### config.mk
export PLATFORM = sky130hd
export DESIGN_NAME = prefix_edit_distance
export DESIGN_NICKNAME = d
export VERILOG_FILES = /design/src/rtl/ped_pkg.sv /design/src/rtl/ped_ram.sv /design/src/rtl/ped_front.sv /design/src/rtl/ped_back.sv /design/src/rtl/prefix_edit_distance.sv
export SDC_FILE = /design/constraint.sdc
export NUM_CORES = 1
export LEC_CHECK = 0
export ABC_AREA = 1
export BUFFER_PORTS_ARGS = -buffer_cell sky130_fd_sc_hd__buf_2
export CAP_MARGIN = 40
export CORE_MARGIN = 4
export CORE_UTILIZATION = 45
export DETAILED_ROUTE_END_ITERATION = 16
export PLACE_DENSITY_LB_ADDON = 0.12
export SLEW_MARGIN = 20
export SYNTH_ARGS = -nofsm -noshare
export SYNTH_HDL_FRONTEND = slang
export SYNTH_SLANG_ARGS = --single-unit
### constraint.sdc
create_clock -name clk -period 13.7 [get_ports clk]
set_input_delay 0 -clock clk [delete_from_list [all_inputs] [get_ports clk]]
set_output_delay 0 -clock clk [all_outputs]
set_load 0.03 [all_outputs]
### src/rtl/ped_pkg.sv
// Shared constants, types and helper functions for the prefix edit distance block.
// Used by ped_front, ped_back and the top level prefix_edit_distance.
`default_nettype none

package ped_pkg;

    // Longest search string that is stored; later bytes of a search string are dropped.
    localparam int MAX_LEN = 32;
    localparam int IDX_W   = (MAX_LEN > 1) ? $clog2(MAX_LEN) : 1;
    localparam int LEN_W   = $clog2(MAX_LEN + 1);

    localparam int CHAR_W       = 8;
    localparam int DIST_W       = 8;
    localparam int PLEN_W       = 6;
    localparam int OUT_TDATA_W  = 16;

    // Depth of the queue between the front and the back.
    localparam int QUEUE_DEPTH  = 2;
    localparam int QPTR_W       = (QUEUE_DEPTH > 1) ? $clog2(QUEUE_DEPTH) : 1;

    localparam logic [DIST_W-1:0] DIST_MAX = '1;

    typedef enum logic
    {
        KIND_SEARCH = 1'b0,
        KIND_WORD   = 1'b1
    } kind_t;

    typedef struct packed
    {
        kind_t             kind;
        logic [CHAR_W-1:0] ch;
        logic              last;
    } item_t;

    // Increment that sticks at the largest distance.
    function automatic logic [DIST_W-1:0] sat_inc(input logic [DIST_W-1:0] d);
        logic [DIST_W-1:0] r;
        begin
            r = (d == DIST_MAX) ? DIST_MAX : d + DIST_W'(1);
            return r;
        end
    endfunction

    // Value of a column entry that has not been written since the column was cleared.
    function automatic logic [DIST_W-1:0] col_init(input logic [IDX_W-1:0] idx);
        logic [DIST_W-1:0] r;
        begin
            r = DIST_W'(idx) + DIST_W'(1);
            return r;
        end
    endfunction

endpackage

`default_nettype wire

### src/rtl/ped_ram.sv
// Generic single write port, single read port RAM with a registered read.
// No dependencies.
`default_nettype none

module ped_ram #(
    parameter int WIDTH = 8,
    parameter int DEPTH = 32
) (
    input  wire logic                                   clk,
    input  wire logic                                   we,
    input  wire logic [((DEPTH > 1) ? $clog2(DEPTH) : 1)-1:0] waddr,
    input  wire logic [WIDTH-1:0]                       wdata,
    input  wire logic [((DEPTH > 1) ? $clog2(DEPTH) : 1)-1:0] raddr,
    output logic      [WIDTH-1:0]                       rdata
);

    logic [WIDTH-1:0] mem_reg [DEPTH];

    always_ff @(posedge clk)
    begin
        if (we)
        begin
            mem_reg[waddr] <= wdata;
        end
        rdata <= mem_reg[raddr];
    end

endmodule

`default_nettype wire

### src/rtl/ped_front.sv
// Front part: accepts input words, classifies them and queues them for the back part.
// Depends on ped_pkg.
`default_nettype none

module ped_front (
    input  wire logic                        clk,
    input  wire logic                        rst_n,
    input  wire logic                        s_tvalid,
    output logic                             s_tready,
    input  wire logic [ped_pkg::CHAR_W-1:0]  s_tdata,   // [7:0] character
    input  wire logic                        s_tuser,   // [0] command
    input  wire logic                        s_tlast,
    output logic                             item_valid,
    input  wire logic                        item_ready,
    output ped_pkg::item_t                   item
);

    ped_pkg::item_t             q_mem_reg [ped_pkg::QUEUE_DEPTH];
    logic [ped_pkg::QPTR_W-1:0] wr_ptr_reg, wr_ptr_next;
    logic [ped_pkg::QPTR_W-1:0] rd_ptr_reg, rd_ptr_next;
    logic [ped_pkg::QPTR_W:0]   count_reg, count_next;
    ped_pkg::item_t             in_item;
    logic                       push;
    logic                       pop;

    always_comb
    begin
        in_item.kind = s_tuser ? ped_pkg::KIND_WORD : ped_pkg::KIND_SEARCH;
        in_item.ch   = s_tdata;
        in_item.last = s_tlast;
    end

    assign s_tready   = (count_reg != (ped_pkg::QPTR_W + 1)'(ped_pkg::QUEUE_DEPTH));
    assign item_valid = (count_reg != '0);
    assign item       = q_mem_reg[rd_ptr_reg];
    assign push       = s_tvalid && s_tready;
    assign pop        = item_valid && item_ready;

    always_comb
    begin
        wr_ptr_next = wr_ptr_reg;
        rd_ptr_next = rd_ptr_reg;
        count_next  = count_reg;
        if (push)
        begin
            wr_ptr_next = (wr_ptr_reg == ped_pkg::QPTR_W'(ped_pkg::QUEUE_DEPTH - 1))
                        ? '0 : wr_ptr_reg + ped_pkg::QPTR_W'(1);
        end
        if (pop)
        begin
            rd_ptr_next = (rd_ptr_reg == ped_pkg::QPTR_W'(ped_pkg::QUEUE_DEPTH - 1))
                        ? '0 : rd_ptr_reg + ped_pkg::QPTR_W'(1);
        end
        if (push && !pop)
        begin
            count_next = count_reg + (ped_pkg::QPTR_W + 1)'(1);
        end
        else if (pop && !push)
        begin
            count_next = count_reg - (ped_pkg::QPTR_W + 1)'(1);
        end
    end

    always_ff @(posedge clk or negedge rst_n)
    begin
        if (!rst_n)
        begin
            wr_ptr_reg <= '0;
            rd_ptr_reg <= '0;
            count_reg  <= '0;
        end
        else
        begin
            wr_ptr_reg <= wr_ptr_next;
            rd_ptr_reg <= rd_ptr_next;
            count_reg  <= count_next;
        end
    end

    always_ff @(posedge clk)
    begin
        if (push)
        begin
            q_mem_reg[wr_ptr_reg] <= in_item;
        end
    end

endmodule

`default_nettype wire

### src/rtl/ped_back.sv
// Back part: stores the search string and sweeps the Levenshtein column, one cell per cycle unless the output stalls.
// Depends on ped_pkg and ped_ram; emits one result word per prefix on a word's last byte.
`default_nettype none

module ped_back (
    input  wire logic                             clk,
    input  wire logic                             rst_n,
    input  wire logic                             item_valid,
    output logic                                  item_ready,
    input  wire ped_pkg::item_t                   item,
    output logic                                  m_tvalid,
    input  wire logic                             m_tready,
    output logic [ped_pkg::OUT_TDATA_W-1:0]       m_tdata,
    output logic                                  m_tlast
);

    typedef enum logic [1:0]
    {
        ST_IDLE  = 2'b01,
        ST_SWEEP = 2'b10
    } state_t;

    state_t                       state_reg, state_next;
    logic [ped_pkg::LEN_W-1:0]    len_reg, len_next;
    logic                         new_search_reg, new_search_next;
    logic [ped_pkg::DIST_W-1:0]   wpos_reg, wpos_next;
    logic [ped_pkg::IDX_W-1:0]    cur_idx_reg, cur_idx_next;
    logic [ped_pkg::MAX_LEN-1:0]  col_vld_reg, col_vld_next;
    logic                         out_valid_reg, out_valid_next;

    logic [ped_pkg::DIST_W-1:0]   diag_reg, diag_next;
    logic [ped_pkg::DIST_W-1:0]   top_reg, top_next;
    logic [ped_pkg::CHAR_W-1:0]   ch_reg, ch_next;
    logic                         last_reg, last_next;
    logic                         col_vld_q_reg;
    logic [ped_pkg::PLEN_W-1:0]   out_plen_reg, out_plen_next;
    logic [ped_pkg::DIST_W-1:0]   out_dist_reg, out_dist_next;
    logic                         out_last_reg, out_last_next;

    logic [ped_pkg::IDX_W-1:0]    rd_addr;
    logic [ped_pkg::CHAR_W-1:0]   store_rdata;
    logic [ped_pkg::DIST_W-1:0]   col_rdata;
    logic                         store_we;
    logic [ped_pkg::LEN_W-1:0]    len_eff;
    logic                         out_free;
    logic                         stall;
    logic                         advance;
    logic                         finish;
    logic                         pop;
    logic [ped_pkg::LEN_W-1:0]    idx_len;
    logic [ped_pkg::DIST_W-1:0]   old_val;
    logic [ped_pkg::DIST_W-1:0]   min_val;
    logic [ped_pkg::DIST_W-1:0]   new_val;

    ped_ram #(
        .WIDTH (ped_pkg::CHAR_W),
        .DEPTH (ped_pkg::MAX_LEN)
    ) u_store (
        .clk   (clk),
        .we    (store_we),
        .waddr (ped_pkg::IDX_W'(len_eff)),
        .wdata (item.ch),
        .raddr (rd_addr),
        .rdata (store_rdata)
    );

    ped_ram #(
        .WIDTH (ped_pkg::DIST_W),
        .DEPTH (ped_pkg::MAX_LEN)
    ) u_column (
        .clk   (clk),
        .we    (advance),
        .waddr (cur_idx_reg),
        .wdata (new_val),
        .raddr (rd_addr),
        .rdata (col_rdata)
    );

    assign item_ready = (state_reg == ST_IDLE);
    assign pop        = item_valid && item_ready;
    assign len_eff    = new_search_reg ? '0 : len_reg;
    assign store_we   = pop && (item.kind == ped_pkg::KIND_SEARCH)
                     && (len_eff < ped_pkg::LEN_W'(ped_pkg::MAX_LEN));

    // The sweep holds while a result is due and the output register is still full.
    assign out_free = !out_valid_reg || m_tready;
    assign stall    = (state_reg == ST_SWEEP) && last_reg && !out_free;
    assign advance  = (state_reg == ST_SWEEP) && !stall;
    assign idx_len  = ped_pkg::LEN_W'(cur_idx_reg) + ped_pkg::LEN_W'(1);
    assign finish   = advance && (idx_len == len_reg);

    // One Levenshtein cell: entries never written since the last clear read as their
    // initial value.
    always_comb
    begin
        old_val = col_vld_q_reg ? col_rdata : ped_pkg::col_init(cur_idx_reg);
        min_val = top_reg;
        if (old_val < min_val)
        begin
            min_val = old_val;
        end
        if (diag_reg < min_val)
        begin
            min_val = diag_reg;
        end
        new_val = (store_rdata == ch_reg) ? diag_reg : ped_pkg::sat_inc(min_val);
    end

    // The read address leads the cell being computed, since the memories read through a register.
    always_comb
    begin
        case (state_reg)
            ST_SWEEP:
            begin
                if (stall)
                begin
                    rd_addr = cur_idx_reg;
                end
                else if (finish)
                begin
                    rd_addr = '0;
                end
                else
                begin
                    rd_addr = cur_idx_reg + ped_pkg::IDX_W'(1);
                end
            end
            default:
            begin
                rd_addr = '0;
            end
        endcase
    end

    always_comb
    begin
        state_next      = state_reg;
        len_next        = len_reg;
        new_search_next = new_search_reg;
        wpos_next       = wpos_reg;
        cur_idx_next    = cur_idx_reg;
        col_vld_next    = col_vld_reg;
        out_valid_next  = out_valid_reg;
        diag_next       = diag_reg;
        top_next        = top_reg;
        ch_next         = ch_reg;
        last_next       = last_reg;
        out_plen_next   = out_plen_reg;
        out_dist_next   = out_dist_reg;
        out_last_next   = out_last_reg;

        if (m_tready)
        begin
            out_valid_next = 1'b0;
        end

        case (state_reg)
            ST_IDLE:
            begin
                if (pop && (item.kind == ped_pkg::KIND_SEARCH))
                begin
                    // A search byte abandons any partial word.
                    col_vld_next    = '0;
                    wpos_next       = '0;
                    len_next        = store_we ? len_eff + ped_pkg::LEN_W'(1) : len_eff;
                    new_search_next = item.last;
                end
                else if (pop)
                begin
                    wpos_next    = ped_pkg::sat_inc(wpos_reg);
                    diag_next    = wpos_reg;
                    top_next     = ped_pkg::sat_inc(wpos_reg);
                    ch_next      = item.ch;
                    last_next    = item.last;
                    cur_idx_next = '0;
                    if (len_reg != '0)
                    begin
                        state_next = ST_SWEEP;
                    end
                    else if (item.last)
                    begin
                        // Empty search string: nothing to report, the word just ends.
                        col_vld_next = '0;
                        wpos_next    = '0;
                    end
                end
            end
            ST_SWEEP:
            begin
                if (advance)
                begin
                    col_vld_next[cur_idx_reg] = 1'b1;
                    diag_next                 = old_val;
                    top_next                  = new_val;
                    if (last_reg)
                    begin
                        out_valid_next = 1'b1;
                        out_plen_next  = ped_pkg::PLEN_W'(idx_len);
                        out_dist_next  = new_val;
                        out_last_next  = (idx_len == len_reg);
                    end
                    if (finish)
                    begin
                        state_next   = ST_IDLE;
                        cur_idx_next = '0;
                        if (last_reg)
                        begin
                            col_vld_next = '0;
                            wpos_next    = '0;
                        end
                    end
                    else
                    begin
                        cur_idx_next = cur_idx_reg + ped_pkg::IDX_W'(1);
                    end
                end
            end
            default:
            begin
                state_next = ST_IDLE;
            end
        endcase
    end

    always_ff @(posedge clk or negedge rst_n)
    begin
        if (!rst_n)
        begin
            state_reg      <= ST_IDLE;
            len_reg        <= '0;
            new_search_reg <= 1'b1;
            wpos_reg       <= '0;
            cur_idx_reg    <= '0;
            col_vld_reg    <= '0;
            out_valid_reg  <= 1'b0;
        end
        else
        begin
            state_reg      <= state_next;
            len_reg        <= len_next;
            new_search_reg <= new_search_next;
            wpos_reg       <= wpos_next;
            cur_idx_reg    <= cur_idx_next;
            col_vld_reg    <= col_vld_next;
            out_valid_reg  <= out_valid_next;
        end
    end

    always_ff @(posedge clk)
    begin
        diag_reg      <= diag_next;
        top_reg       <= top_next;
        ch_reg        <= ch_next;
        last_reg      <= last_next;
        col_vld_q_reg <= col_vld_reg[rd_addr];
        out_plen_reg  <= out_plen_next;
        out_dist_reg  <= out_dist_next;
        out_last_reg  <= out_last_next;
    end

    assign m_tvalid = out_valid_reg;
    assign m_tdata  = ped_pkg::OUT_TDATA_W'({out_dist_reg, out_plen_reg});
    assign m_tlast  = out_last_reg;

    // A sweep only runs over a non-empty stored string.
    a_sweep_len: assert property (@(posedge clk) disable iff (!rst_n)
        (state_reg == ST_SWEEP) |-> (len_reg != '0))
        else $error("sweep started with an empty search string");

    // The cell index never runs past the stored length.
    a_idx_range: assert property (@(posedge clk) disable iff (!rst_n)
        (state_reg == ST_SWEEP) |-> (idx_len <= len_reg))
        else $error("cell index beyond search length");

    // The index is back at the first cell whenever the back part waits for an item.
    a_idle_idx: assert property (@(posedge clk) disable iff (!rst_n)
        (state_reg == ST_IDLE) |-> (cur_idx_reg == '0))
        else $error("cell index not cleared while idle");

    // After the full-string result of a word, the column is clear for the next word.
    a_word_end: assert property (@(posedge clk) disable iff (!rst_n)
        (advance && last_reg && finish) |=> ((state_reg == ST_IDLE) && (col_vld_reg == '0)
            && (wpos_reg == '0)))
        else $error("column not cleared after a word's last byte");

endmodule

`default_nettype wire

### src/rtl/prefix_edit_distance.sv
// Top level of the prefix edit distance block: a front queue and the column sweep engine.
// Depends on ped_pkg, ped_front, ped_back and ped_ram.
//
// Use: the slave channel carries one byte per word. tuser low means a byte of the
// search string, tuser high a byte of a dictionary word; tlast marks the final byte of
// either. The first search byte after a finished search string starts a new one, and
// bytes beyond 32 are dropped while their tlast still ends the string. A search byte
// also abandons any word that is half done.
// Each word byte updates one Levenshtein column over the stored string, one cell per
// cycle unless a result waits on the receiver: the engine takes the byte, then sweeps
// the N cells, N being the search string length, and takes no new byte until the sweep
// ends (a search byte, or a word byte of an empty search string, is only taken). The
// rate is set by the single read and write port of the column memory.
// On a word's final byte the master channel delivers N result words, one per prefix
// length 1..N, in that order: prefix length, edit distance from that prefix to the whole
// word (saturated at 255), and tlast on the full-string result. The first result is
// registered after the byte moves the engine into its sweep state and the first cell is
// computed, then one per cycle while the receiver takes them. When the receiver stalls
// the sweep waits cell by cell; the two-entry input queue keeps taking bytes until it is full.
// Reset empties the search string and restores the column to its initial values;
// there is no clearing pass and the block accepts words right after reset.
`default_nettype none

module prefix_edit_distance (
    input  wire logic                                clk,
    input  wire logic                                rst_n,
    input  wire logic                                s_tvalid,
    output logic                                     s_tready,
    input  wire logic [ped_pkg::CHAR_W-1:0]          s_tdata,  // [7:0] character
    input  wire logic                                s_tuser,  // [0] command
    input  wire logic                                s_tlast,
    output logic                                     m_tvalid,
    input  wire logic                                m_tready,
    output logic [ped_pkg::OUT_TDATA_W-1:0]          m_tdata,  // [5:0] prefix_len,
                                                               // [13:6] distance, [15:14] 0
    output logic                                     m_tlast   // last_result
);

    logic           item_valid;
    logic           item_ready;
    ped_pkg::item_t item;

    ped_front u_front (
        .clk        (clk),
        .rst_n      (rst_n),
        .s_tvalid   (s_tvalid),
        .s_tready   (s_tready),
        .s_tdata    (s_tdata),
        .s_tuser    (s_tuser),
        .s_tlast    (s_tlast),
        .item_valid (item_valid),
        .item_ready (item_ready),
        .item       (item)
    );

    ped_back u_back (
        .clk        (clk),
        .rst_n      (rst_n),
        .item_valid (item_valid),
        .item_ready (item_ready),
        .item       (item),
        .m_tvalid   (m_tvalid),
        .m_tready   (m_tready),
        .m_tdata    (m_tdata),
        .m_tlast    (m_tlast)
    );

endmodule

`default_nettype wire
### Word-level counts from Yosys, hierarchy flattened

Memory sizes are Yosys's and may differ from the RTL's. A register that Yosys moved wholly into a read port is not among the register bits.
Index checks and enable logic that the tools add are counted.

| cells by class | value |
|---|---|
| add/subtract/negate cells | 10 |
| multipliers | 0 |
| divide/modulo/power cells | 0 |
| order comparisons | 6 |
| eq/ne operators | 16 |
| shifts and indexed selects | 0 |
| multiplexer cells | 64 |
| bitwise operators | 3 |
| reduce and logical (&&, ||, !) cells | 28 |

Operator list:

| operator | number |
|---|---|
| $mux W32 | 7 |
| $mux W8 | 19 |
| $pmux W32 S2 | 1 |
| $pmux W8 S2 | 3 |
| $or A32 B32 Y32 | 1 |
| $mux W5 | 6 |
| $add A8 B1 Y8 const B | 2 |
| $eq A8 B8 Y1 const B | 2 |
| $lt A8 B8 Y1 | 2 |
| $mux W1 | 15 |
| $reduce_and A5 Y1 | 3 |
| $mux W2 | 7 |
| $add A5 B1 Y6 const B | 2 |
| $lt A5 B6 Y1 const B | 2 |
| $mux W6 | 2 |
| $logic_and A1 B1 Y1 | 11 |
| $pmux W5 S2 | 1 |
| $ne A3 B3 Y1 const B | 3 |
| $eq A8 B8 Y1 | 1 |
| $ne A2 B2 Y1 const B | 4 |
| $add A6 B1 Y6 const B | 1 |
| $eq A6 B6 Y1 | 1 |
| $lt A6 B6 Y1 const B | 1 |
| $ne A2 B1 Y1 const B | 3 |
| 18 further kinds | 27 |

| word-level totals | value |
|---|---|
| bits in registers | 100 |
| bits in latches | 0 |
| memory bits (writable) | 532 |
| bits in read-only memories | 0 |
| input port bits | 14 |
| output and inout port bits | 19 |
| memories kept | 3 |

Memories:

| memory | words | width | read ports | clocked after Yosys merged registers in | wr ports | line | text |
|---|---|---|---|---|---|---|---|
| u_back.u_column.mem_reg | 32 | 8 | 1 | 1 | 1 | ped_ram.sv:17 | `logic [WIDTH-1:0] mem_reg [DEPTH];` |
| u_back.u_store.mem_reg | 32 | 8 | 1 | 1 | 1 | ped_ram.sv:17 |  |
| u_front.q_mem_reg | 2 | 10 | 1 | 0 | 1 | ped_front.sv:18 | `ped_pkg::item_t q_mem_reg [ped_pkg::QUEUE_DEPTH];` |

### Longest topological paths before layout

| depth | value |
|---|---|
| word-level depth | 12 |
| gate-level depth with buffers | 34 |
| gate-level depth less buffers | 32 |

### Hierarchy

From an unflattened synthesis, not the netlist that was laid out.

| second synthesis, totals | value |
|---|---|
| cells, all modules | 2629 |
| area, all modules | 28275.9 um^2 |

By module, submodules not included:

| module | times used | cells each | area each (um^2) | sequential area each (um^2) |
|---|---|---|---|---|
| ped_ram | 2 | 922 | 10786.6 | 7847.5 |
| ped_back | 1 | 704 | 5728.0 | 2600.0 |
| ped_front | 1 | 81 | 974.7 | 700.7 |

### Least setup slack after synthesis

OpenSTA, ideal clock, no wires.

| timing path | value |
|---|---|
| path kind | flip-flop to flip-flop |
| start | register u_back.cur_idx_reg[0] (netlist name) |
| end | register u_back.out_dist_reg[4] (netlist name), data pin |
| arrival time | 5.885 ns |
| setup slack | 7.342 ns |
| stages on the path, launching flop included | 28 |
| clock period less this slack | 6.358 ns |
| path through | dfrtp_1 > ha_1 > buf_4 > nand2_2 > inv_2 > nor2_1 > nor3_4 > inv_2 > o21ai_0 > ha_1 > a21oi_1 > nor2_1 > a211oi_1 > nand2_2 > clkbuf_1 > o21ai_0 > inv_1 > ha_1 > a21oi_1 > nor2_1 > a211oi_1 > nand3_1 > nand2_1 > ha_1 > nand2_2 > nor2_4 > a21oi_4 > a21boi_0 |

| between the ends | value |
|---|---|
| longest elaborated chain between the ends | 9 |
| elaborated cells on any way between the ends | 10 |
| classes of those cells | 2 x add/sub; 2 x order compare; 1 x eq/ne; 5 x mux |

RTL lines:

| element | line | text |
|---|---|---|
| from (decl) | ped_back.sv:27 | `logic [ped_pkg::IDX_W-1:0] cur_idx_reg, cur_idx_next;` |
| from (signal assigned) | ped_back.sv:243 | `cur_idx_reg <= cur_idx_next;` |
| $add A5 B1 Y6 * | ped_pkg.sv:49 | `r = DIST_W'(idx) + DIST_W'(1);` |
| $mux W8 * | ped_back.sv:96 | `old_val = col_vld_q_reg ? col_rdata : ped_pkg::col_init(cur_idx_reg);` |
| $lt A8 B8 Y1 | ped_back.sv:98 | `if (old_val < min_val)` |
| $mux W8 * | ped_back.sv:98 |  |
| $lt A8 B8 Y1 | ped_back.sv:102 | `if (diag_reg < min_val)` |
| $mux W8 * | ped_back.sv:102 |  |
| $add A8 B1 Y8 / $eq A8 B8 Y1 (equally long branches) | ped_pkg.sv:40 | `r = (d == DIST_MAX) ? DIST_MAX : d + DIST_W'(1);` |
| $mux W8 * | ped_pkg.sv:40 |  |
| $mux W8 * | ped_back.sv:106 | `new_val = (store_rdata == ch_reg) ? diag_reg : ped_pkg::sat_inc(min_val);` |
| net u_back.new_val, one bit | ped_back.sv:53 | `logic [ped_pkg::DIST_W-1:0] new_val;` |
| to (signal assigned) | ped_back.sv:257 | `out_dist_reg <= out_dist_next;` |
| to (decl) | ped_back.sv:37 | `logic [ped_pkg::DIST_W-1:0] out_dist_reg, out_dist_next;` |

The timed path passes the listed nets; every way through them passes the cells marked *.
A chain may end at the register's enable or synchronous reset.

### Worst setup path in the final report

| timing path | value |
|---|---|
| start | register u_back.cur_idx_reg[0] (netlist name) |
| end | memory u_back.u_column.mem_reg[8][3], data pin |

| between the ends | value |
|---|---|
| longest elaborated chain between the ends | 9 |
| elaborated cells on any way between the ends | 10 |
| classes of those cells | 2 x add/sub; 2 x order compare; 1 x eq/ne; 5 x mux |

RTL lines:

| element | line |
|---|---|
| $add A5 B1 Y6 * | ped_pkg.sv:49 |
| $mux W8 * | ped_back.sv:96 |
| $lt A8 B8 Y1 | ped_back.sv:98 |
| $mux W8 * | ped_back.sv:98 |
| $lt A8 B8 Y1 | ped_back.sv:102 |
| $mux W8 * | ped_back.sv:102 |
| $add A8 B1 Y8 / $eq A8 B8 Y1 (equally long branches) | ped_pkg.sv:40 |
| $mux W8 * | ped_pkg.sv:40 |
| $mux W8 * | ped_back.sv:106 |
| net u_back.new_val, one bit | ped_back.sv:53 |
| to (decl) | ped_ram.sv:17 |

Marks and branches as above.

==> results_dict.tcl <==
set metrics [dict create \
    place_congestion 0.8364 \
    die_h_um 254.1 \
    io-pin-count 33 \
    status "complete, no violations" \
    rsz0062_at_grt "false" \
    max_freq_mhz 165.3 \
    synth_edf_count 572 \
    synth_top_area_share_pct 63.03 \
    synthTopCellsByArea "edfxtp_1, dfrtp_1, nor2_1, o21ai_0, o221ai_1" \
    synthMuxAreaShare_pct 0.3673 \
    post-dp-hpwl_um 42830 \
    finClkSkew_ns 0.02144 \
    h-tree-depth 3 \
    drt_iter0_markers 1557 \
    synthArstFlopShare_pct 9.105 \
    grt_use_total_pct 21.95 \
    synth_ff_type "edfxtp_1" \
    worst_slack_ns 7.651 \
    cp-start-kind "register" \
    startpoint "u_back.cur_idx_reg[0]" \
    die-area_um2 64560 \
    cts_sinks 648 \
    worstSetupPathType "register to register" \
    fillers 5086 \
    r2r-start "u_back.cur_idx_reg[0]" \
    final.period_utilization_pct 44.15 \
    hold_ws_ns 0.1430 \
    clockBufferDepth 3 \
    synth_top_area_cell "edfxtp_1" \
    num_antenna_cells 0 \
    synth.distinct_cells 50 \
    synth-compound-area-share_pct 12.19 \
    die_x_um 254.1 \
    postPlaceCellArea_um2 28690 \
    ir_drop_v 0.0002262 \
    hp-start "s_tlast" \
    r2r_end "u_back.u_column.mem_reg[8][3]" \
    path_clk_slew_ns 0.06 \
    cts_setup_buffers 0 \
    wirelength_um 71260 \
    synthSimpleGateAreaFrac_pct 11.61 \
    core_area_um2 59460 \
    final_layout_size_suffix_gt1_share_pct 12.30 \
    avgSynthCellArea_um2 11.91 \
    yosysSeqAreaShare_pct 69.71 \
    maxCapViolations 0 \
    power_leakage_nw 10.81 \
    dp_slack_ns 7.761 \
    grt_antenna_before_repair 0 \
    synth-xor-area-share_pct 0.4500 \
    fin_nets 2394 \
    ant_nets 0 \
    cpMaxStageDelayCell "dfrtp_1" \
    critPathArrivalTime_ns 6.38 \
    holdCritPathClass "input pin to register" \
    grt_overflow 0 \
    fin_crit_ns 6.049 \
    clkLatencyLatePin_ns 0.60 \
    synth-seq-cells 648 \
    vias 18170 \
    postCtsResizedCells 0 \
    relSlewSlack_pct 37.57 \
    drc 0 \
    synth_fa_ha_area_share_pct 1.240 \
    port_buffers 30 \
    netlist_area_um2 27250 \
    root_buffer "clkbuf_16" \
    finalMaxSlewViolations 0 \
    cp.required_ns 14.03 \
    finalPower_mw 7.912 \
    wl_per_cell_um 22.46 \
    min_to "u_front.q_mem_reg[1][0]" \
    start_util_pct 45.83 \
    ys_warn_count 0 \
    firstDrtPassIters 5 \
    crit_fanout 24 \
    syn2layout_area_growth_pct 14.36 \
    vias_per_cell 5.729 \
    setup_viol 0 \
    end_kind "register" \
    cts_tree "done" \
    synth_top_family_by_area "compound AO/OA/AOI/OAI gates" \
    reg2regPathDepth 28 \
    regToRegSetupSlack_ns 7.65 \
    grt_max_degree 195 \
    powerDensity_nw_per_um2 253.9 \
    grt_first_pass_wirelength_um 108200 \
    first_global_vias 17630 \
    max_slew.worst_pin.slew_ns 0.9365 \
    hold_violations 0 \
    min_path_cells 2 \
    row_count 89 \
    design_area_um2 31160 \
    tns_ns 0 \
    cp_slowest_stage_delay_ns 0.50 \
    cts_buffers 70 \
    synth_cells 2289 \
    path_common_cell "ha_1" \
]
-- cells by family (layout without fill, tap and decap cells) --
logic type                 after synthesis  in the layout
xor gates and xnor gates                14             14
DFF                                    648            648
buffers and inverters                  293            402
and+or+nand+nor                        746            746
AOI/OAI and AO/OA                      551            551
muxes                                    9              9
other                                    1              2
adders and majority gates               27             27
-- how the worst max path moves through the flow --
stage / to / slack (ns) / cells past startpoint
5_1_grt: u_back.u_column.mem_reg[10][3] / 7.14 / 28
3_5_place_dp: u_back.u_column.mem_reg[5][5] / 7.76 / 25
3_3_place_gp: u_back.u_column.mem_reg[13][3] / 7.45 / 25
4_1_cts: u_back.u_column.mem_reg[10][3] / 7.73 / 28
6_report: u_back.u_column.mem_reg[8][3] / 7.65 / 28
2_1_floorplan: u_back.out_dist_reg[4] / 7.34 / 27
-- layout make-up --
cell class                      instances  area, um2  share of cell area (%)
Tap cell                              773      967.2                   3.104
Clock buffer                           88       1851                   5.938
Sequential cell                       648      19000                   60.95
Inverter                              157      596.8                   1.915
Multi-Input combinational cell       1349       7268                   23.32
Clock inverter                         30      359.1                   1.152
Timing Repair Buffer                  127       1126                   3.613
-- cells in the final DEF (no fill, tap or decap), drive strengths merged --
master       count
nor4             3
o31ai            4
dlygate4sd3     14
clkbuf          88
bufinv           8
nor3            40
inv            152
dfrtp           57
o21a             3
xor2            13
a32o             1
nand4           11
mux2             8
nand3b           2
a211oi           2
edfxtp         572
mux2i            1
o211ai           1
nand2          214
dfstp            2
a21oi           59
dfxtp           17
o21ai          336
and2             2
buf            113
o221ai         128
o22ai           12
or2              4
xnor2            1
nor2           340
clkinv          22
nor3b            1
nand3          129
ha              27
a21boi           2
a31oi            3
clkinvlp         5
conb             2
-- metrics by stage --
stage / utilization [%] / instances
after global routing: 52.41 / 3172
after global placement: 47.39 / 2985
after floorplan: - / 2290
after CTS: 52.18 / 3161
after detailed placement: 48.24 / 3030
final: 52.41 / 3172
-- layer usage --
metal | vias up | global-route usage [%] | share of wire, %
met5 | - | 0 | 0
met4 | 0 | 5.987 | 2.0
met3 | 100 | 3.367 | 6.3
met2 | 579 | 34.51 | 46
met1 | 9055 | 32.18 | 46
li1 | 8437 | - | -
-- cells in the mapped netlist, types with 3 or more instances --
master	instances
edfxtp_1	572
nor2_1	336
o21ai_0	235
nand2_1	202
inv_1	137
o221ai_1	128
nand3_1	127
o21ai_1	101
clkbuf_1	67
a21oi_1	58
dfrtp_1	57
buf_2	44
nor3_1	37
ha_1	27
dfxtp_1	17
inv_2	15
buf_1	14
xor2_1	13
nand4_1	11
buf_4	9
nand2_2	9
o22ai_1	9
mux2_2	8
clkinv_1	4
o31ai_1	4
or2_2	4
a31oi_1	3
nand2_4	3
nor2_2	3
nor4_1	3
o21a_1	3
o22ai_2	3
-- critical path, delay by kind of cell, from the launching register on --
kind / cells / cell delay [ns]
DFF: 1 / 0.50
and+or+nand+nor: 13 / 1.58
adders and majority gates: 4 / 1.25
buffers and inverters: 4 / 0.64
AOI/OAI and AO/OA: 7 / 1.81
-- repair_timing --
action | CTS | global route
hold buffers | 13 | 1
setup endpoints to repair | 0 | 0
endpoints found under the hold margin | 83 | 6
-- where the power goes --
| group | switching [mW] | total (mW) | internal (mW) |
|---|---|---|---|
| Combinational | 2.10 | 2.84 | 0.740 |
| Sequential | 0.104 | 3.22 | 3.11 |
| Clock | 0.750 | 1.85 | 1.10 |
No activity file was read; power rests on OpenSTA's default activity.
